===== config.mk =====
export PLATFORM = sky130hd
export DESIGN_NAME = alternating_coordinate_search
export DESIGN_NICKNAME = d
export VERILOG_FILES = /design/src/hw/rtl/acs_pkg.sv /design/src/hw/rtl/acs_step.sv /design/src/hw/rtl/alternating_coordinate_search.sv
export SDC_FILE = /design/constraint.sdc
export NUM_CORES = 1
export LEC_CHECK = 0
export BUFFER_PORTS_ARGS = -buffer_cell sky130_fd_sc_hd__buf_2
export CAP_MARGIN = 20
export CELL_PAD_IN_SITES_DETAIL_PLACEMENT = 1
export CELL_PAD_IN_SITES_GLOBAL_PLACEMENT = 1
export CORE_MARGIN = 3
export CORE_UTILIZATION = 25
export CTS_CLUSTER_DIAMETER = 40
export CTS_CLUSTER_SIZE = 12
export DETAILED_ROUTE_END_ITERATION = 12
export GPL_TIMING_DRIVEN = 0
export PLACE_DENSITY = 0.52
export SYNTH_ARGS = -nofsm -noshare
export SYNTH_HDL_FRONTEND = slang
export SYNTH_SLANG_ARGS = --single-unit
export TNS_END_PERCENT = 1

===== constraint.sdc =====
create_clock -name clk -period 9.3 [get_ports clk]
set_clock_uncertainty 0.2 [all_clocks]
set_input_delay 1.86 -clock clk [delete_from_list [all_inputs] [get_ports clk]]
set_output_delay 1.86 -clock clk [all_outputs]
set_load 0.05 [all_outputs]

===== src/hw/rtl/acs_pkg.sv =====
// Shared types and constants for the alternating coordinate search block.
`timescale 1ns / 1ps

package acs_pkg;

    localparam int unsigned MAX_COORDS = 16;
    localparam int unsigned COORD_BITS = $clog2(MAX_COORDS);
    localparam int unsigned COUNT_BITS = COORD_BITS + 1;
    localparam int unsigned INDEX_BITS = 8;
    localparam int unsigned METRIC_BITS = 32;

    // Command codes
    localparam logic [1:0] CMD_LOAD    = 2'd0;
    localparam logic [1:0] CMD_PROPOSE = 2'd1;
    localparam logic [1:0] CMD_REPORT  = 2'd2;

    // Stored search direction
    typedef enum logic [1:0] {
        DIR_RIGHT = 2'd0,
        DIR_STAY  = 2'd1,
        DIR_LEFT  = 2'd2
    } acs_dir_t;

    typedef struct packed {
        logic [1:0]                    cmd;
        logic [COORD_BITS-1:0]         coord_sel;
        logic [INDEX_BITS-1:0]         start_index;
        logic [INDEX_BITS-1:0]         last_index;
        logic                          trial_good;
        logic signed [METRIC_BITS-1:0] metric_before;
        logic signed [METRIC_BITS-1:0] metric_after;
    } acs_in_t;

    typedef struct packed {
        logic [COORD_BITS-1:0] coord_out;
        logic [INDEX_BITS-1:0] value_index;
        logic                  updated;
        logic [1:0]            direction_out;
    } acs_out_t;

    // Table and pointer updates produced by one beat
    typedef struct packed {
        logic                  tbl_wr;
        logic [COORD_BITS-1:0] tbl_addr;
        logic                  idx_wr;
        logic [INDEX_BITS-1:0] idx_data;
        acs_dir_t              dir_data;
        logic                  ptr_wr;
        logic [COORD_BITS-1:0] ptr_data;
    } acs_upd_t;

endpackage


===== src/hw/rtl/acs_step.sv =====
// Combinational step logic: proposal, bounce, report decision and pointer advance.
`timescale 1ns / 1ps

module acs_step (
    input  acs_pkg::acs_in_t                  item,
    input  logic                              item_valid,
    input  logic [acs_pkg::INDEX_BITS-1:0]    cur_idx,
    input  acs_pkg::acs_dir_t                 cur_dir,
    input  logic [acs_pkg::COORD_BITS-1:0]    coord_ptr,
    input  logic [acs_pkg::COUNT_BITS-1:0]    coord_count,
    output acs_pkg::acs_out_t                 result,
    output acs_pkg::acs_upd_t                 upd
);
    import acs_pkg::*;

    logic [INDEX_BITS-1:0] clamp_idx;
    logic [INDEX_BITS-1:0] prop_idx;
    acs_dir_t              prop_dir;
    logic                  short_list;
    logic                  better;
    logic                  accept;
    acs_dir_t              adv_dir;
    acs_dir_t              rep_dir;
    logic [INDEX_BITS-1:0] rep_idx;
    logic [COUNT_BITS-1:0] active_cnt;
    logic [COUNT_BITS-1:0] ptr_inc;

    // Proposed step with bounce at either end of the list
    always_comb
    begin
        short_list = (item.last_index < INDEX_BITS'(2));
        clamp_idx  = (cur_idx > item.last_index) ? item.last_index : cur_idx;
        prop_idx   = clamp_idx;
        prop_dir   = cur_dir;
        if (short_list)
        begin
            prop_idx = cur_idx;
        end
        else
        begin
            case (cur_dir)
                DIR_RIGHT:
                begin
                    if (clamp_idx == item.last_index)
                    begin
                        prop_dir = DIR_LEFT;
                        prop_idx = clamp_idx - INDEX_BITS'(1);
                    end
                    else
                    begin
                        prop_idx = clamp_idx + INDEX_BITS'(1);
                    end
                end
                DIR_LEFT:
                begin
                    if (clamp_idx == '0)
                    begin
                        prop_dir = DIR_RIGHT;
                        prop_idx = clamp_idx + INDEX_BITS'(1);
                    end
                    else
                    begin
                        prop_idx = clamp_idx - INDEX_BITS'(1);
                    end
                end
                default:
                begin
                    prop_idx = clamp_idx;
                end
            endcase
        end
    end

    // Report decision: accept a good trial that gains or starts from stay, then advance direction if no gain
    always_comb
    begin
        better = item.metric_before[METRIC_BITS-1]
                 || (item.metric_after < item.metric_before);
        accept = item.trial_good && (better || (cur_dir == DIR_STAY));
        rep_idx = accept ? prop_idx : cur_idx;
        rep_dir = accept ? prop_dir : cur_dir;
        case (rep_dir)
            DIR_RIGHT: adv_dir = DIR_STAY;
            DIR_STAY:  adv_dir = DIR_LEFT;
            default:   adv_dir = DIR_RIGHT;
        endcase
        if (!better)
        begin
            rep_dir = adv_dir;
        end
    end

    // Round-robin pointer; out-of-range counts saturate
    always_comb
    begin
        if (coord_count == '0)
        begin
            active_cnt = COUNT_BITS'(1);
        end
        else if (coord_count > COUNT_BITS'(MAX_COORDS))
        begin
            active_cnt = COUNT_BITS'(MAX_COORDS);
        end
        else
        begin
            active_cnt = coord_count;
        end
        ptr_inc = {1'b0, coord_ptr} + COUNT_BITS'(1);
    end

    // Result and table updates per command
    always_comb
    begin
        result.coord_out     = coord_ptr;
        result.value_index   = cur_idx;
        result.updated       = 1'b0;
        result.direction_out = cur_dir;
        upd.tbl_wr   = 1'b0;
        upd.tbl_addr = coord_ptr;
        upd.idx_wr   = 1'b0;
        upd.idx_data = rep_idx;
        upd.dir_data = rep_dir;
        upd.ptr_wr   = 1'b0;
        upd.ptr_data = (ptr_inc >= active_cnt) ? '0 : ptr_inc[COORD_BITS-1:0];
        case (item.cmd)
            CMD_LOAD:
            begin
                result.coord_out     = item.coord_sel;
                result.value_index   = item.start_index;
                result.direction_out = DIR_RIGHT;
                upd.tbl_wr   = item_valid;
                upd.tbl_addr = item.coord_sel;
                upd.idx_wr   = item_valid;
                upd.idx_data = item.start_index;
                upd.dir_data = DIR_RIGHT;
            end
            CMD_PROPOSE:
            begin
                result.value_index   = prop_idx;
                result.direction_out = prop_dir;
                upd.tbl_wr   = item_valid;
                upd.dir_data = prop_dir;
            end
            CMD_REPORT:
            begin
                result.value_index   = rep_idx;
                result.updated       = accept;
                result.direction_out = rep_dir;
                upd.tbl_wr   = item_valid;
                upd.idx_wr   = item_valid;
                upd.ptr_wr   = item_valid;
            end
            default:
            begin
                result.value_index = cur_idx;
            end
        endcase
    end

endmodule


===== src/hw/rtl/alternating_coordinate_search.sv =====
// Top level of the alternating coordinate search: input register, state tables, result register.
//
//   channel  | signals                       | dir | beat
//   ---------+-------------------------------+-----+--------------------------
//   in       | in_valid/in_ready/in_data     | in  | one command
//   out      | out_valid/out_ready/out_data  | out | one result per command
//   cfg      | cfg_valid/cfg_ready/cfg_data  | in  | coord_count write
//
// One beat per cycle sustained while out_ready is high. An accepted beat is
// held in the input register, then passes through the step logic and the
// table read/write into the result register, which raises out_valid. Each
// command's table update lands as it moves into the result register, so the
// next command sees it. A stalled output holds the result and the input
// register; the input side accepts one more beat only while the input
// register is empty. Reset clears tables, pointer, valid flags and sets
// coord_count to 1. cfg_ready is always high.
`timescale 1ns / 1ps

module alternating_coordinate_search (
    input  logic                              clk,
    input  logic                              rst_n,
    input  logic                              in_valid,
    output logic                              in_ready,
    input  acs_pkg::acs_in_t                  in_data,
    output logic                              out_valid,
    input  logic                              out_ready,
    output acs_pkg::acs_out_t                 out_data,
    input  logic                              cfg_valid,
    output logic                              cfg_ready,
    input  logic [acs_pkg::COUNT_BITS-1:0]    cfg_data
);
    import acs_pkg::*;

    acs_in_t               in_data_reg;
    logic                  in_valid_reg;
    acs_out_t              out_data_reg;
    logic                  out_valid_reg;
    logic [INDEX_BITS-1:0] index_reg [MAX_COORDS];
    acs_dir_t              dir_reg [MAX_COORDS];
    logic [COORD_BITS-1:0] ptr_reg;
    logic [COUNT_BITS-1:0] count_reg;

    logic                  advance;
    acs_out_t              step_result;
    acs_upd_t              step_upd;

    // Handshake
    assign advance   = in_valid_reg && (!out_valid_reg || out_ready);
    assign in_ready  = !in_valid_reg || advance;
    assign cfg_ready = 1'b1;
    assign out_valid = out_valid_reg;
    assign out_data  = out_data_reg;

    acs_step u_step (
        .item        (in_data_reg),
        .item_valid  (advance),
        .cur_idx     (index_reg[ptr_reg]),
        .cur_dir     (dir_reg[ptr_reg]),
        .coord_ptr   (ptr_reg),
        .coord_count (count_reg),
        .result      (step_result),
        .upd         (step_upd)
    );

    // Control: valid flags, pointer, config register
    always_ff @(posedge clk or negedge rst_n)
    begin
        if (!rst_n)
        begin
            in_valid_reg  <= 1'b0;
            out_valid_reg <= 1'b0;
            ptr_reg       <= '0;
            count_reg     <= COUNT_BITS'(1);
        end
        else
        begin
            if (in_ready)
            begin
                in_valid_reg <= in_valid;
            end
            if (advance)
            begin
                out_valid_reg <= 1'b1;
            end
            else if (out_ready)
            begin
                out_valid_reg <= 1'b0;
            end
            if (step_upd.ptr_wr)
            begin
                ptr_reg <= step_upd.ptr_data;
            end
            if (cfg_valid && cfg_ready)
            begin
                count_reg <= cfg_data;
            end
        end
    end

    // Coordinate tables
    always_ff @(posedge clk or negedge rst_n)
    begin
        if (!rst_n)
        begin
            for (int i = 0; i < MAX_COORDS; i++)
            begin
                index_reg[i] <= '0;
                dir_reg[i]   <= DIR_RIGHT;
            end
        end
        else if (step_upd.tbl_wr)
        begin
            dir_reg[step_upd.tbl_addr] <= step_upd.dir_data;
            if (step_upd.idx_wr)
            begin
                index_reg[step_upd.tbl_addr] <= step_upd.idx_data;
            end
        end
    end

    // Payload registers
    always_ff @(posedge clk)
    begin
        if (in_ready && in_valid)
        begin
            in_data_reg <= in_data;
        end
        if (advance)
        begin
            out_data_reg <= step_result;
        end
    end

endmodule


# --- After elaboration in Yosys (flattened, before gate mapping) ---
# Cells that the tools add are included.
word_totals:
  register_bits: 273
  input_bits: 97
  out_inout_bits: 18
  elab_cells: 123
op_classes:
  add_sub_neg: 3
  n_lt_le_gt_ge: 8
  eq_ne: 6
  n_mux: 38
  bitwise: 2
  reduce_logical: 19
op_table:
  columns: ["cell", "n"]
  rows:
  - ["128-bit bitwise mux", 1]
  - ["8-bit 2-to-1 mux", 9]
  - ["8-bit binary-select mux with 4-bit select", 1]
  - ["32-bit bitwise mux", 1]
  - ["8-bit demux with 4-bit select", 1]
  - ["32-bit less-than comparator", 1]
  - ["8-bit case mux with 3 select lines", 1]
  - ["2-bit 2-to-1 mux", 8]
  - ["8-bit case mux with 2 select lines", 1]
  - ["2-bit case mux with 2 select lines", 3]
  - ["5-bit greater-or-equal comparator, second input constant", 2]
  - ["5-bit 2-to-1 mux", 2]
  - ["4-bit inverter with 5-bit output", 2]
  - ["8-bit by 1-bit adder with 8-bit output, second input constant", 1]
  - ["2-bit binary-select mux with 4-bit select", 1]
  - ["2-bit demux with 4-bit select", 1]
  - ["8-bit == test", 1]
  - ["8-bit > comparator", 1]
  - ["8-bit logical NOT", 1]
  - ["8-bit by 2-bit less-than comparator with 1-bit output, second input constant", 1]
  - ["4-bit 2-to-1 mux", 2]
  - ["8-bit by 1-bit subtractor with 8-bit output, second input constant", 1]
  - ["2-bit by 1-bit == test with 1-bit output, second input constant", 3]
  - ["2-bit logical NOT", 3]
  - ["15 further kinds", 27]

# --- Depth between registers and ports, before layout ---
# Gate-level depths: netlist of run 1.
depth:
  depth_word: 16
  mapped_depth: 25
  ltp_nobuf: 20

# --- By module ---
# Synthesis of run 1 repeated with hierarchy kept, for this count alone.
unflattened:
  cells_unflattened: 1049
  hier_area_um2: 13954.6
by_module_without_submodules:
  columns: ["mod", "n_inst", "cells_per_inst", "area_each_um2", "seq_area_each_um2"]
  rows:
  - ["alternating_coordinate_search", 1, 598, 11053.1, 7343.3]
  - ["acs_step", 1, 451, 2901.5, 0.0]

# --- Worst setup path before layout of run 1 ---
# Ideal clock, no wire load.
synth_timing:
  path_type: "register -> register"
  from: "reg ptr_reg[0]"
  to: "reg index_reg[102] (netlist bit)"
  setup_time_ns: 0.142
  arrival_ns: 4.732
  t_required_ns: 8.958
  path_slack_ns: 4.226
  path_stages_with_launch: 24
  path_buffers: 4
  synth_period_minus_slack_ns: 5.074
  cell_sequence: "dfrtp_1 buf_6 buf_8 or2_2 o22ai_1 nor3_1 a31oi_1 inv_1 ha_1 o211ai_1 a21o_1 a21oi_1 clkbuf_1 nor2_1 a21oi_1 ha_1 inv_1 a211oi_2 xnor2_1 o21ai_0 and3_4 a221oi_4 buf_6 o31ai_1"
synth_via:
  elab_chain_len: 13
  elab_cells_between_ends: 32
  classes_between: "2 x add/sub; 3 x order compare; 3 x eq/ne; 17 x mux; 2 x bitwise; 5 x reduce/logical"
synth_lines:
  columns: ["element", "line", "rtl"]
  rows:
  - ["start, declared", "alternating_coordinate_search.sv:40", "logic [COORD_BITS-1:0] ptr_reg;"]
  - ["start signal, assigned", "alternating_coordinate_search.sv:91", "ptr_reg <= step_upd.ptr_data;"]
  - ["4-bit inverter with 5-bit output (not written as such)", "alternating_coordinate_search.sv:57, alternating_coordinate_search.sv:58", null]
  - ["8-bit binary-select mux with 4-bit select", "alternating_coordinate_search.sv:57", ".cur_idx (index_reg[ptr_reg]),"]
  - ["8-bit 2-to-1 mux (not written as such) (2 in a row)", "alternating_coordinate_search.sv:57", null]
  - ["8-bit > comparator", "acs_step.sv:32", "clamp_idx = (cur_idx > item.last_index) ? item.last_index : cur_idx;"]
  - ["8-bit 2-to-1 mux", "acs_step.sv:32", null]
  - ["8-bit by 1-bit subtractor with 8-bit output, or another cell as far along", "acs_step.sv:47, acs_step.sv:63", null]
  - ["8-bit 2-to-1 mux (on tied branches)", "acs_step.sv:56, acs_step.sv:44", null]
  - ["8-bit case mux with 2 select lines", "acs_step.sv:41", "case (cur_dir)"]
  - ["8-bit 2-to-1 mux", "acs_step.sv:35", "if (short_list)"]
  - ["8-bit 2-to-1 mux", "acs_step.sv:80", "rep_idx = accept ? prop_idx : cur_idx;"]
  - ["8-bit 2-to-1 mux", "acs_step.sv:125", "case (item.cmd)"]
  - ["128-bit bitwise mux *", "alternating_coordinate_search.sv:116", "index_reg[step_upd.tbl_addr] <= step_upd.idx_data;"]
  - ["end signal, assigned by index", "alternating_coordinate_search.sv:116", null]
  - ["end, declared", "alternating_coordinate_search.sv:38", "logic [INDEX_BITS-1:0] index_reg [MAX_COORDS];"]
# Every way passes the cells marked *; elsewhere a longest branch is shown, timed or not. The select of a mux whose other input is x is not followed.
# A chain may end at the register's enable or synchronous reset.

# --- Worst setup path after layout of run 1 ---
# Ends and elaborated chain as after synthesis.

==> results.md, run 1 <==
* CP Data Required Time at 9540 ps
* RSZ-0062 raised after global routing: false
* First-pass GRT wire length at 67800 microns
* CTS Buf Count at 50
* Setup TNS at 0 ps
* Initial antenna violation count at 2
* Sequential share of the synthesized area at 52.3%
* Max Cap Viol at 0
* Area leader, netlist: dfrtp_1
* Cell Pwr Density at roughly 380 mW/mm^2
* Die Width at between 200 and 250 microns
* Final cycle utilization of the critical path at 78.1%
* Fill count at 6157
* Peak VDD IR at 172 uV
* Max Fanout on Critical Path at 10
* Nature of the critical path endpoint: register
* Gr ovfl total at 0
* Area taken by flip-flops and latches at approximately 0.0073 sq mm
* Critical path origin: ptr_reg[0]
* Post-CTS Setup Inserts at 0
* Wire length per cell at 20.4 microns
* Main combinational cell family by area after synthesis: compound AO/OA/AOI/OAI gates
* Syn nets at 1337
* Seq pwr share at about 25%
* RePlAce Congestion at about 0.8
* Synth top area cells: dfrtp_1, edfxtp_1, mux2_2
* Final std cell area, no fill at 0.0174 sq mm
* Clock power frac at 29.3%
* Area of the core at 0.0553 sq mm
* Detailed Routing Iterations Pass 1 at 4
* Outcome: complete, no violations
* Die Area at 0.0590 sq mm
* Largest net degree at the start of global routing at between 100 and 150
* Final Setup Violations at 0
* HPWL Detailed at 32500 microns
* Synth top area share at 30.3%
* H-tree depth at 2
* DR DRC count at 0
* GRT Util Overall at ~15%
* Final worst setup slack at 2040 ps
* Cells after synthesis at 1194
* Number of synthesized register bits at 273
* Commonest non-fill, non-tap cell in the layout: dfrtp_1
* Asr flop ratio synth at 62.6%
* Dpl ws at roughly 2200 ps
* Sink Count at 273
* Post-synth EDFFs at 102
* Post-synthesis xor/xnor area fraction at 1.12%
* Multi-input logic area at 0.00611 sq mm
* NetSw at 0.00274 W
* Most frequent cells in the layout: dfrtp_1, nand2_1, buf_2
* Final nets at 1504
* Worst setup SP type: register
* Hold Crit Class: reg2reg
* Share of cells above drive strength 1 at 28.5%
* R2r setup slk at 2040 ps
* Post-synth top flop: dfrtp_1
* I/O pin count at 115
* Leakage at 7.56 nW
* Routed WL at 43800 microns
* Simple-gate share of the synthesized area at roughly a tenth
* Clock transition at the registers of the reported paths at 60 ps
* Post-layout power at 0.00665 W
* Number of distinct library cells after synthesis at 86
* Via count at around 10000
* Vias in the first global route at about 11000
* Combinational power share at 45.5%
* Kind of critical path: reg2reg
* Max-slew violations at 0
* Vias per cell at about 4.7
* Slew @ Worst Pin at 1010 ps
* Initial Utilization at 25.4%
* DR iter-0 viols at 436
* Die H at 243 microns
* Area grow syn2layout at 24.1%
* Hold Worst Slack at 274 ps
* Port bufs at 113
* Net Sw Frac at 41.1%
* Syn_area_per_cell at 11.8 sq um
* CTS resizes at 0
* Cell area after synthesis at roughly 0.014 sq mm
* Post-route ant nets at 0
* Worst Hold Launch: index_reg[30]
* Yosys warns at 0
* Dpl cell area at 0.0156 sq mm
* CTS Buffer Depth at 3
* Max reg flops at ~130
* Post-CTS Hold Fix Bufs at 0
* Row count at 86
* Internal Power at just under 0.004 W
* Worst r2r src: ptr_reg[0]
* Final-report hold violation count at 0
* Worst path arrival time at between 7000 and 8000 ps
* Clock root cell: clkbuf_16
* Fin crit period at a little over 7000 ps
* Worst slew margin at 32.4%
* Mux contribution to synthesized area at around 14%
* Clock Latency Late Sink at 590 ps
* Post-synthesis compound-gate area fraction at 14.0%
* Adder-cell share of the synthesized area at 4.10%
* TritonCTS clock tree: done
* Max Clk Rate at between 0.1 and 0.15 GHz
path summary, 6_finish.rpt:
path | to | depth (start not counted)
min in group asynchronous | index_reg[2] | 1
min | index_reg[30] | 2
max in group asynchronous | count_reg[3] | 2
min reg2reg | index_reg[30] | 2
max reg2reg | index_reg[102] | 23
max | index_reg[102] | 23
synthesized netlist by cell type, drive strengths merged (6+ instances only):
| cell | count |
|---|---|
| a22oi | 10 |
| nand2b | 11 |
| clkbuf | 27 |
| mux2i | 40 |
| and2 | 10 |
| xnor2 | 17 |
| o31ai | 52 |
| a211oi | 12 |
| mux2 | 91 |
| nand4 | 10 |
| a31oi | 8 |
| ha | 46 |
| inv | 56 |
| edfxtp | 102 |
| dfrtp | 170 |
| nor2b | 9 |
| buf | 33 |
| mux4 | 21 |
| o22ai | 13 |
| nor3 | 7 |
| a21oi | 39 |
| o21ai | 81 |
| nand2 | 161 |
| nor2 | 65 |
| and3 | 7 |
| nand3 | 20 |
| a21o | 12 |
| nor4 | 6 |
cell type report:
| class | count | share of cell area (%) |
|---|---|---|
| multi-input cells | 803 | 35.1 |
| well taps | 748 | 5.37 |
| clock buffers | 63 | 8.29 |
| inverters | 57 | 1.23 |
| plain buffers | 61 | 2.08 |
| clock inverters | 30 | 2.13 |
| diodes | 1 | 0.0144 |
| flip-flops and latches | 273 | 42.2 |
| repair buffers | 115 | 3.62 |
cell families (layout without fill, tap and decap cells):
group,after synthesis,after routing
mux,152,152
simple gates,320,320
flops,273,273
fa+ha+maj,46,46
xor+xnor,18,18
compound gates,266,266
buf+inv,118,326
other cells,1,2
power by group through the flow:
stage          Sequential (W)  Clock [W]  Combinational (W)
6_report              0.00168    0.00195            0.00303
3_5_place_dp          0.00170          0            0.00301
5_1_grt               0.00172    0.00206            0.00330
3_3_place_gp          0.00169          0            0.00296
4_1_cts               0.00168    0.00200            0.00302
2_1_floorplan         0.00174          0            0.00202
routing by layer:
metal  wire length (microns)  part of all wire, %  global-route usage (%)  up-vias
met5                       0                    0                       0        -
met4                     884                  2.0                    4.18        0
met3                    1660                  3.8                    2.71       61
met2                   20700                   47                    24.7      166
met1                   20500                   47                    19.9     5153
li1                        -                    -                       -     4730
per-stage QoR:
step	cells	util, %
6_report	2151	31.5
3_5_place_dp	2057	28.2
3_3_place_gp	2055	28.1
2_1_floorplan	1194	-
4_1_cts	2150	31.5
5_1_grt	2151	31.5
critical path, cell delays in order, from the launching register on:
cell and delay (ps):
dfrtp_1 630, buf_6 290, buf_8 190, nand2_1 300, o22ai_1 550, nor3_1 80
a31oi_1 760, inv_1 260, ha_1 400, o211ai_1 100, a21o_1 190, a21oi_1 610
clkbuf_1 410, nor2_1 70, a21oi_1 260, ha_1 290, inv_1 80, a211oi_2 190
xnor2_1 140, o21ai_0 100, and3_4 200, a221oi_4 450, buf_6 240, o31ai_1 90
No activity file was read; power rests on OpenSTA's default activity.
==> run 2, diff against run 1 <==
--- a/config.mk
+++ b/config.mk
@@ -5,6 +5,7 @@
 export SDC_FILE = /design/constraint.sdc
 export NUM_CORES = 1
 export LEC_CHECK = 0
+export ABC_AREA = 1
 export BUFFER_PORTS_ARGS = -buffer_cell sky130_fd_sc_hd__buf_2
 export CAP_MARGIN = 20
 export CELL_PAD_IN_SITES_DETAIL_PLACEMENT = 1
@@ -15,7 +16,7 @@
 export CTS_CLUSTER_SIZE = 12
 export DETAILED_ROUTE_END_ITERATION = 12
 export GPL_TIMING_DRIVEN = 0
-export PLACE_DENSITY = 0.52
+export PLACE_DENSITY = 0.56
 export SYNTH_ARGS = -nofsm -noshare
 export SYNTH_HDL_FRONTEND = slang
 export SYNTH_SLANG_ARGS = --single-unit
==> constraint.sdc (replaced) <==
create_clock -name clk -period 6.2 [get_ports clk]
set_clock_uncertainty 0.2 [all_clocks]
set_input_delay 1.24 -clock clk [delete_from_list [all_inputs] [get_ports clk]]
set_output_delay 1.24 -clock clk [all_outputs]
set_load 0.05 [all_outputs]
==> run 2 against run 1 <==
Compared with the run above:
- fmax rose by 29%
- synthesized area rose by 2.0%
- worst setup slack lost 1500 ps
- sequential power rose by 61%
- via count rose by 24%
==> results.md, run 2 <==
* Setup TNS at 0 ps (unchanged)
* Worst path arrival time at 5940 ps (-1560 ps)
* First-pass GRT wire length at 77900 microns (+15%)
* Number of distinct library cells after synthesis at 46 (-47%)
* Top-count cell post-synth: nand2_1
* CP max stage cell: clkbuf_1
* Synth top cells by count: nand2_1, dfrtp_1, inv_1
* Post-CTS Setup Inserts at 0 (unchanged)
* DR DRC count at 0 (unchanged)
* Gr ovfl total at 0 (unchanged)
* Post-Layout Cell Count at 2778 (+29%)
* Worst slew margin at 34.7% (+2.3 points)
* Die Width at 245 microns (+0.99%)
* Number of synthesized register bits at 273 (unchanged)
* CTS Buf Count at 57 (+14%)
* Largest net degree at the start of global routing at 100 (-9.9%)
* Sequential share of the synthesized area at 51.3% (-1.0 points)
* Row count at 87 (+1.2%)
* Area taken by flip-flops and latches at 0.00734 sq mm (unchanged)
* Asr flop ratio synth at 62.6% (unchanged)
* Final Setup Violations at 0 (unchanged)
* Cell area after synthesis at 0.0143 sq mm (+2.0%)
* Final nets at 2113 (+40%)
* CP Data Required Time at 6530 ps (-3010 ps)
* Critical path origin: ptr_reg[2]
* Post-synth top flop: dfrtp_1
* CTS Buffer Depth at 3 (unchanged)
* Initial Utilization at 25.3% (-0.028 points)
* Slew @ Worst Pin at 975 ps (-33.7 ps)
* Area leader, netlist: dfrtp_1
* Clock root cell: clkbuf_16
* Vias per cell at 4.50 (-4.3%)
* Port bufs at 112 (-0.88%)
* Via count at 12500 (+24%)
* Post-synth EDFFs at 102 (unchanged)
* H-tree depth at 2 (unchanged)
* Peak VDD IR at 278 uV (+61%)
* Fin crit period at 5610 ps (-1650 ps)
* Syn nets at 1940 (+45%)
* CTS resizes at 0 (unchanged)
* Area grow syn2layout at 25.8%
* Outcome: complete, no violations
* Nature of the critical path endpoint: register
* Sink Count at 273 (unchanged)
* Slowest stage delay, CP at 730 ps (-30 ps)
* I/O pin count at 115 (unchanged)
* Multi-input logic area at 0.00598 sq mm (-2.2%)
* Cells after synthesis at 1797 (+51%)
* Hold Crit Class: reg2reg
* Die Area at 0.0602 sq mm (+2.0%)
* Synth top area cells: dfrtp_1, edfxtp_1, nand2_1
* DR iter-0 viols at 663 (+52%)
* Die H at 245 microns (+0.99%)
* Initial antenna violation count at 4 (+2)
* Worst Hold Launch: index_reg[121]
* Routed WL at 50300 microns (+15%)
* Max Cap Viol at 0 (unchanged)
* Max Fanout on Critical Path at 10 (unchanged)
* TritonCTS clock tree: done
* Vias in the first global route at 13300 (+23%)
* Max Clk Rate at 0.178 GHz (+29%)
* Share of cells above drive strength 1 at 16.1% (-12 points)
* Clock transition at the registers of the reported paths at 50 ps (about the same)
* Post-CTS Hold Fix Bufs at 0 (unchanged)
* RSZ-0062 raised after global routing: false
* Most frequent cells in the layout: nand2_1, dfrtp_1, inv_1
* Detailed Routing Iterations Pass 1 at 4 (unchanged)
* Fill count at 6724 (+9.2%)
* Yosys warns at 0 (unchanged)
* Cell Pwr Density at 629 mW/mm^2 (+65%)
* Clock Latency Late Sink at 610 ps (+20 ps)
* Max-slew violations at 0 (unchanged)
* HPWL Detailed at 36100 microns (+11%)
* Max reg flops at 128 (unchanged)
* Worst setup SP type: register
* Syn_area_per_cell at 7.97 sq um (-32%)
* Wire length per cell at 18.1 microns (-11%)
* Post-route ant nets at 0 (unchanged)
* RePlAce Congestion at 0.832 (+4.0%)
* GRT Util Overall at 16.8% (+2.0 points)
* Area of the core at 0.0565 sq mm (+2.1%)
* Cell count after placement at 2667 (+30%)
* Leakage at 8.80 nW (+16%)
* Synth top area share at 29.7% (-0.60 points)
* Worst r2r src: ptr_reg[2]
* Kind of critical path: reg2reg
* Commonest non-fill, non-tap cell in the layout: nand2_1
* Final-report hold violation count at 0 (unchanged)
* CP most frequent cell: nand2_1
* Final cycle utilization of the critical path at 90.6% (+12 points)
[run 2: cell types whose count changed after synthesis, sizes merged, moves of 17 or more]
cell    change
mux2       -90
xnor2      -17
o31ai      -52
mux2i      -40
nand3      +88
mux4       -21
inv       +104
clkbuf     -18
nand2     +687
nor2       +80
[run 2: per-stage QoR]
| step | worst slack, ps | utilization [%] | cell area (sq um) | hold WS (ps) | total power (W) |
|---|---|---|---|---|---|
| 6_report | 586 | 31.9 | 18000 | 270 | 0.0113 |
| 5_1_grt | 80.6 | 31.9 | 18000 | 296 | 0.0122 |
| 4_1_cts | 592 | 31.9 | 18000 | 272 | 0.0115 |
| 3_5_place_dp | 600 | 28.1 | 15900 | 261 | 0.00809 |
| 3_3_place_gp | 562 | 28.0 | 15800 | 259 | 0.00800 |
| 2_1_floorplan | 2040 | - | 14300 | 242 | 0.00626 |
[run 2: critical path: cells and delay by family, from the launching register on]
| family | cells | cell delay (ps) |
|---|---|---|
| compound gates | 1 | 90 |
| fa+ha+maj | 2 | 510 |
| buf+inv | 5 | 1710 |
| flops | 1 | 490 |
| simple gates | 20 | 2520 |
[run 2: power by group]
| part | internal [W] | switching, W | total (W) |
|---|---|---|---|
| Sequential | 0.00243 | 0.000278 | 0.00271 |
| Combinational | 0.00156 | 0.00375 | 0.00531 |
| Clock | 0.00225 | 0.00106 | 0.00331 |
[run 2: cell families after synthesis]
logic type | Yosys count | synth area share (%)
buffers and inverters | 212 | 6.96
XOR/XNOR | 7 | 0.428
flip-flops | 273 | 51.3
multiplexers | 1 | 0.0786
AND/OR/NAND/NOR | 1138 | 32.4
other | 1 | 0.0262
adder cells (fa/ha/maj) | 46 | 4.02
AO/OA/AOI/OAI | 119 | 4.75
[run 2: cell type report]
class / instances / area share, %
well taps: 756 / 5.25
inverters: 162 / 3.41
clock buffers: 77 / 9.26
repair buffers: 114 / 3.47
multi-input cells: 1312 / 33.2
plain buffers: 50 / 2.13
flip-flops and latches: 273 / 40.8
clock inverters: 30 / 2.43
diodes: 4 / 0.0556
[run 2: path summary, 6_finish.rpt]
kind,endpoint,slack (ps),depth (start not counted)
hold reg to reg,index_reg[121],270,2
setup / recovery,index_reg[70],590,28
min in group asynchronous,count_reg[4],440,1
hold / removal,index_reg[121],270,2
setup reg to reg,index_reg[70],590,28
max in group asynchronous,index_reg[41],4410,2
[run 2: per-layer routing]
layer	vias up	GRT usage [%]	wire length, microns
met5	-	0	0
met4	0	5.38	1340
met3	74	3.15	1960
met2	206	28.2	24400
met1	6154	22.0	22600
li1	6062	-	-
==> run 3, diff against run 2 <==
--- a/config.mk
+++ b/config.mk
@@ -5,7 +5,6 @@
 export SDC_FILE = /design/constraint.sdc
 export NUM_CORES = 1
 export LEC_CHECK = 0
-export ABC_AREA = 1
 export BUFFER_PORTS_ARGS = -buffer_cell sky130_fd_sc_hd__buf_2
 export CAP_MARGIN = 20
 export CELL_PAD_IN_SITES_DETAIL_PLACEMENT = 1
@@ -16,7 +15,7 @@
 export CTS_CLUSTER_SIZE = 12
 export DETAILED_ROUTE_END_ITERATION = 12
 export GPL_TIMING_DRIVEN = 0
-export PLACE_DENSITY = 0.56
+export PLACE_DENSITY = 0.53
 export SYNTH_ARGS = -nofsm -noshare
 export SYNTH_HDL_FRONTEND = slang
 export SYNTH_SLANG_ARGS = --single-unit
==> run 3 against run 2 <==
Compared with the run above:
- register-to-register slack got worse by 440 ps
- highest routed layer unchanged
- critical path type unchanged
- utilization fell by 0.069 points
- global-route usage fell by 2.2 points
- die area fell by 1.9%
- sequential power fell by 7%
- critical path depth fell by 8
- non-clock buffer count rose by 14
- cell area fell by 2.3%
- first-iteration DRC count fell by 25%
- clock power fell by 10%
- fmax fell by 7.3%
==> results.md, run 3 (synthesis results as in run 1) <==
* Cell Pwr Density at 578 mW/mm^2 (-8.2%)
* Hold Crit Class: reg2reg
* Initial antenna violation count at 1 (-3)
* Post-route ant nets at 0 (unchanged)
* GRT Util Overall at 14.6% (-2.2 points)
* Gr ovfl total at 0 (unchanged)
* H-tree depth at 2 (unchanged)
* Clock transition at the registers of the reported paths at 50 ps (about the same)
* Dpl cell area at 0.0156 sq mm (-1.8%)
* RePlAce Congestion at 0.799 (-4.0%)
* Share of cells above drive strength 1 at 29.7% (+14 points)
* Die Width at 243 microns (-0.98%)
* I/O pin count at 115 (unchanged)
* Worst setup SP type: register
* Vias per cell at 4.69 (+4.3%)
* Commonest non-fill, non-tap cell in the layout: dfrtp_1
* Area grow syn2layout at 25.3%
* Die H at 243 microns (-0.98%)
* HPWL Detailed at 32200 microns (-11%)
* Final nets at 1508 (-29%)
* Worst reg-to-reg path cell count at 20 (-29%)
* Nature of the critical path endpoint: register
* Hold path depth at 2 (unchanged)
* Final worst setup slack at 142 ps (-443 ps)
* Final std cell area, no fill at 0.0176 sq mm (-2.3%)
* Kind of critical path: reg2reg
* Max Clk Rate at 0.165 GHz (-7.3%)
* Detailed Routing Iterations Pass 1 at 4 (unchanged)
* CTS Buffer Depth at 3 (unchanged)
* Die Area at 0.0590 sq mm (-1.9%)
* Wire length per cell at 20.1 microns (+11%)
* Clock Latency Late Sink at 580 ps (-30 ps)
* Final cycle utilization of the critical path at 97.7% (+7.2 points)
* Max Cap Viol at 0 (unchanged)
* Slew @ Worst Pin at 830 ps (-145 ps)
* Multi-input logic area at 0.00623 sq mm (+4.2%)
* Final-report hold violation count at 0 (unchanged)
* Worst slew margin at 43.2% (+8.5 points)
* Final Setup Violations at 0 (unchanged)
* Setup TNS at 0 ps (unchanged)
* Port bufs at 113 (+0.89%)
* Peak VDD IR at 225 uV (-19%)
* Fin crit period at 6060 ps (+443 ps)
* Sink Count at 273 (unchanged)
* Leakage at 7.57 nW (-14%)
* Outcome: complete, no violations
* RSZ-0062 raised after global routing: true
* Via count at 10100 (-19%)
* Area of the core at 0.0553 sq mm (-2.1%)
* Worst path arrival time at 6160 ps (+220 ps)
* Max-slew violations at 0 (unchanged)
* Most frequent cells in the layout: dfrtp_1, nand2_1, buf_2
* Post-CTS Hold Fix Bufs at 0 (unchanged)
* DR DRC count at 0 (unchanged)
* Initial Utilization at 25.4% (+0.028 points)
* DR iter-0 viols at 496 (-25%)
* Post-Layout Cell Count at 2157 (-22%)
* CTS Buf Count at 52 (-8.8%)
* Max reg flops at 128 (unchanged)
* Fill count at 6096 (-9.3%)
* Routed WL at 43400 microns (-14%)
* Vias in the first global route at 10700 (-20%)
* Area taken by flip-flops and latches at 0.00734 sq mm (about the same)
* TritonCTS clock tree: done
* Row count at 86 (-1.1%)
* First-pass GRT wire length at 66600 microns (-14%)
* Cell count after placement at 2057 (-23%)
* Largest net degree at the start of global routing at 118 (+18%)
* Dpl ws at -1080 ps (-1680 ps)
* Clock root cell: clkbuf_16
* Max Fanout on Critical Path at 10 (unchanged)
* CP Data Required Time at 6300 ps (-230 ps)
## run 3: changes by cell type in the layout (fill, tap and decap cells not counted), sizes merged, moves of 11 or more
| cell | before | now |
|---|---|---|
| a211oi | 0 | 12 |
| a21o | 1 | 12 |
| a21oi | 28 | 39 |
| inv | 163 | 58 |
| mux2 | 1 | 91 |
| mux2i | 0 | 40 |
| mux4 | 0 | 21 |
| nand2 | 848 | 161 |
| nand2b | 0 | 11 |
| nand3 | 108 | 20 |
| nor2 | 145 | 65 |
| o21ai | 69 | 81 |
| o31ai | 0 | 52 |
| xnor2 | 0 | 17 |
## run 3: routing by layer
metal  GRT usage, %  vias to the layer above  wire length, microns
met3           2.41                       61                  1510
met5              0                        -                     0
met2           24.3                      154                 20600
li1               -                     4749                     -
met4           3.74                        0                   816
met1           19.9                     5152                 20500
## run 3: worst max-delay path, cell delays in order, from the launching register on
cell and delay [ps]:
dfrtp_2 500, buf_6 220, buf_8 170, or2_2 390, o22ai_2 340, nor3_1 150
a31oi_4 350, inv_1 190, ha_1 360, nand4_1 100, nor2_1 280, a21o_1 270
clkbuf_2 290, mux2_2 420, ha_1 240, o21ai_0 150, nand2b_1 150, a2bb2oi_1 70
nor3_2 320, a211oi_1 100, a311oi_1 510
## run 3: per-stage QoR
step / hold slack, ps / utilization [%] / power [W]
final: 270 / 31.8 / 0.0102
after global routing: 298 / 31.8 / 0.0108
after CTS: 277 / 31.7 / 0.0102
after detailed placement: 265 / 28.2 / 0.00706
after global placement: 255 / 28.1 / 0.00696
after floorplan: 240 / - / 0.00564
## run 3: timing repair
action	4_1_cts	5_1_grt
buffers inserted	0	2
pin swaps	0	1
setup endpoints to repair	151	85
resized for setup	14	12
## run 3: final cells by class
cell class	instances	share of cell area [%]
Buffer	61	2.10
Multi-Input combinational cell	803	35.4
Clock buffer	60	7.68
Antenna cell	1	0.0142
Tap cell	748	5.32
Sequential cell	273	41.8
Clock inverter	37	2.83
Inverter	57	1.22
Timing Repair Buffer	117	3.67
## run 3: path summary, 6_finish.rpt
path | slack (ps) | end | start
hold reg to reg | 270 | index_reg[84] | index_reg[84]
min in group asynchronous | 380 | index_reg[18] | rst_n
setup reg to reg | 140 | out_data[7] | ptr_reg[0]
max in group asynchronous | 4450 | ptr_reg[0] | rst_n
hold / removal | 270 | index_reg[84] | index_reg[84]
setup / recovery | 140 | out_data[7] | ptr_reg[0]
## run 3: where the power goes
group          internal (W)  total [W]  leakage (nW)  switching (W)
clock               0.00198    0.00297         0.868       0.000992
combinational       0.00173    0.00466          3.43        0.00293
sequential          0.00232    0.00252          3.27       0.000207
total               0.00603     0.0102          7.57        0.00413
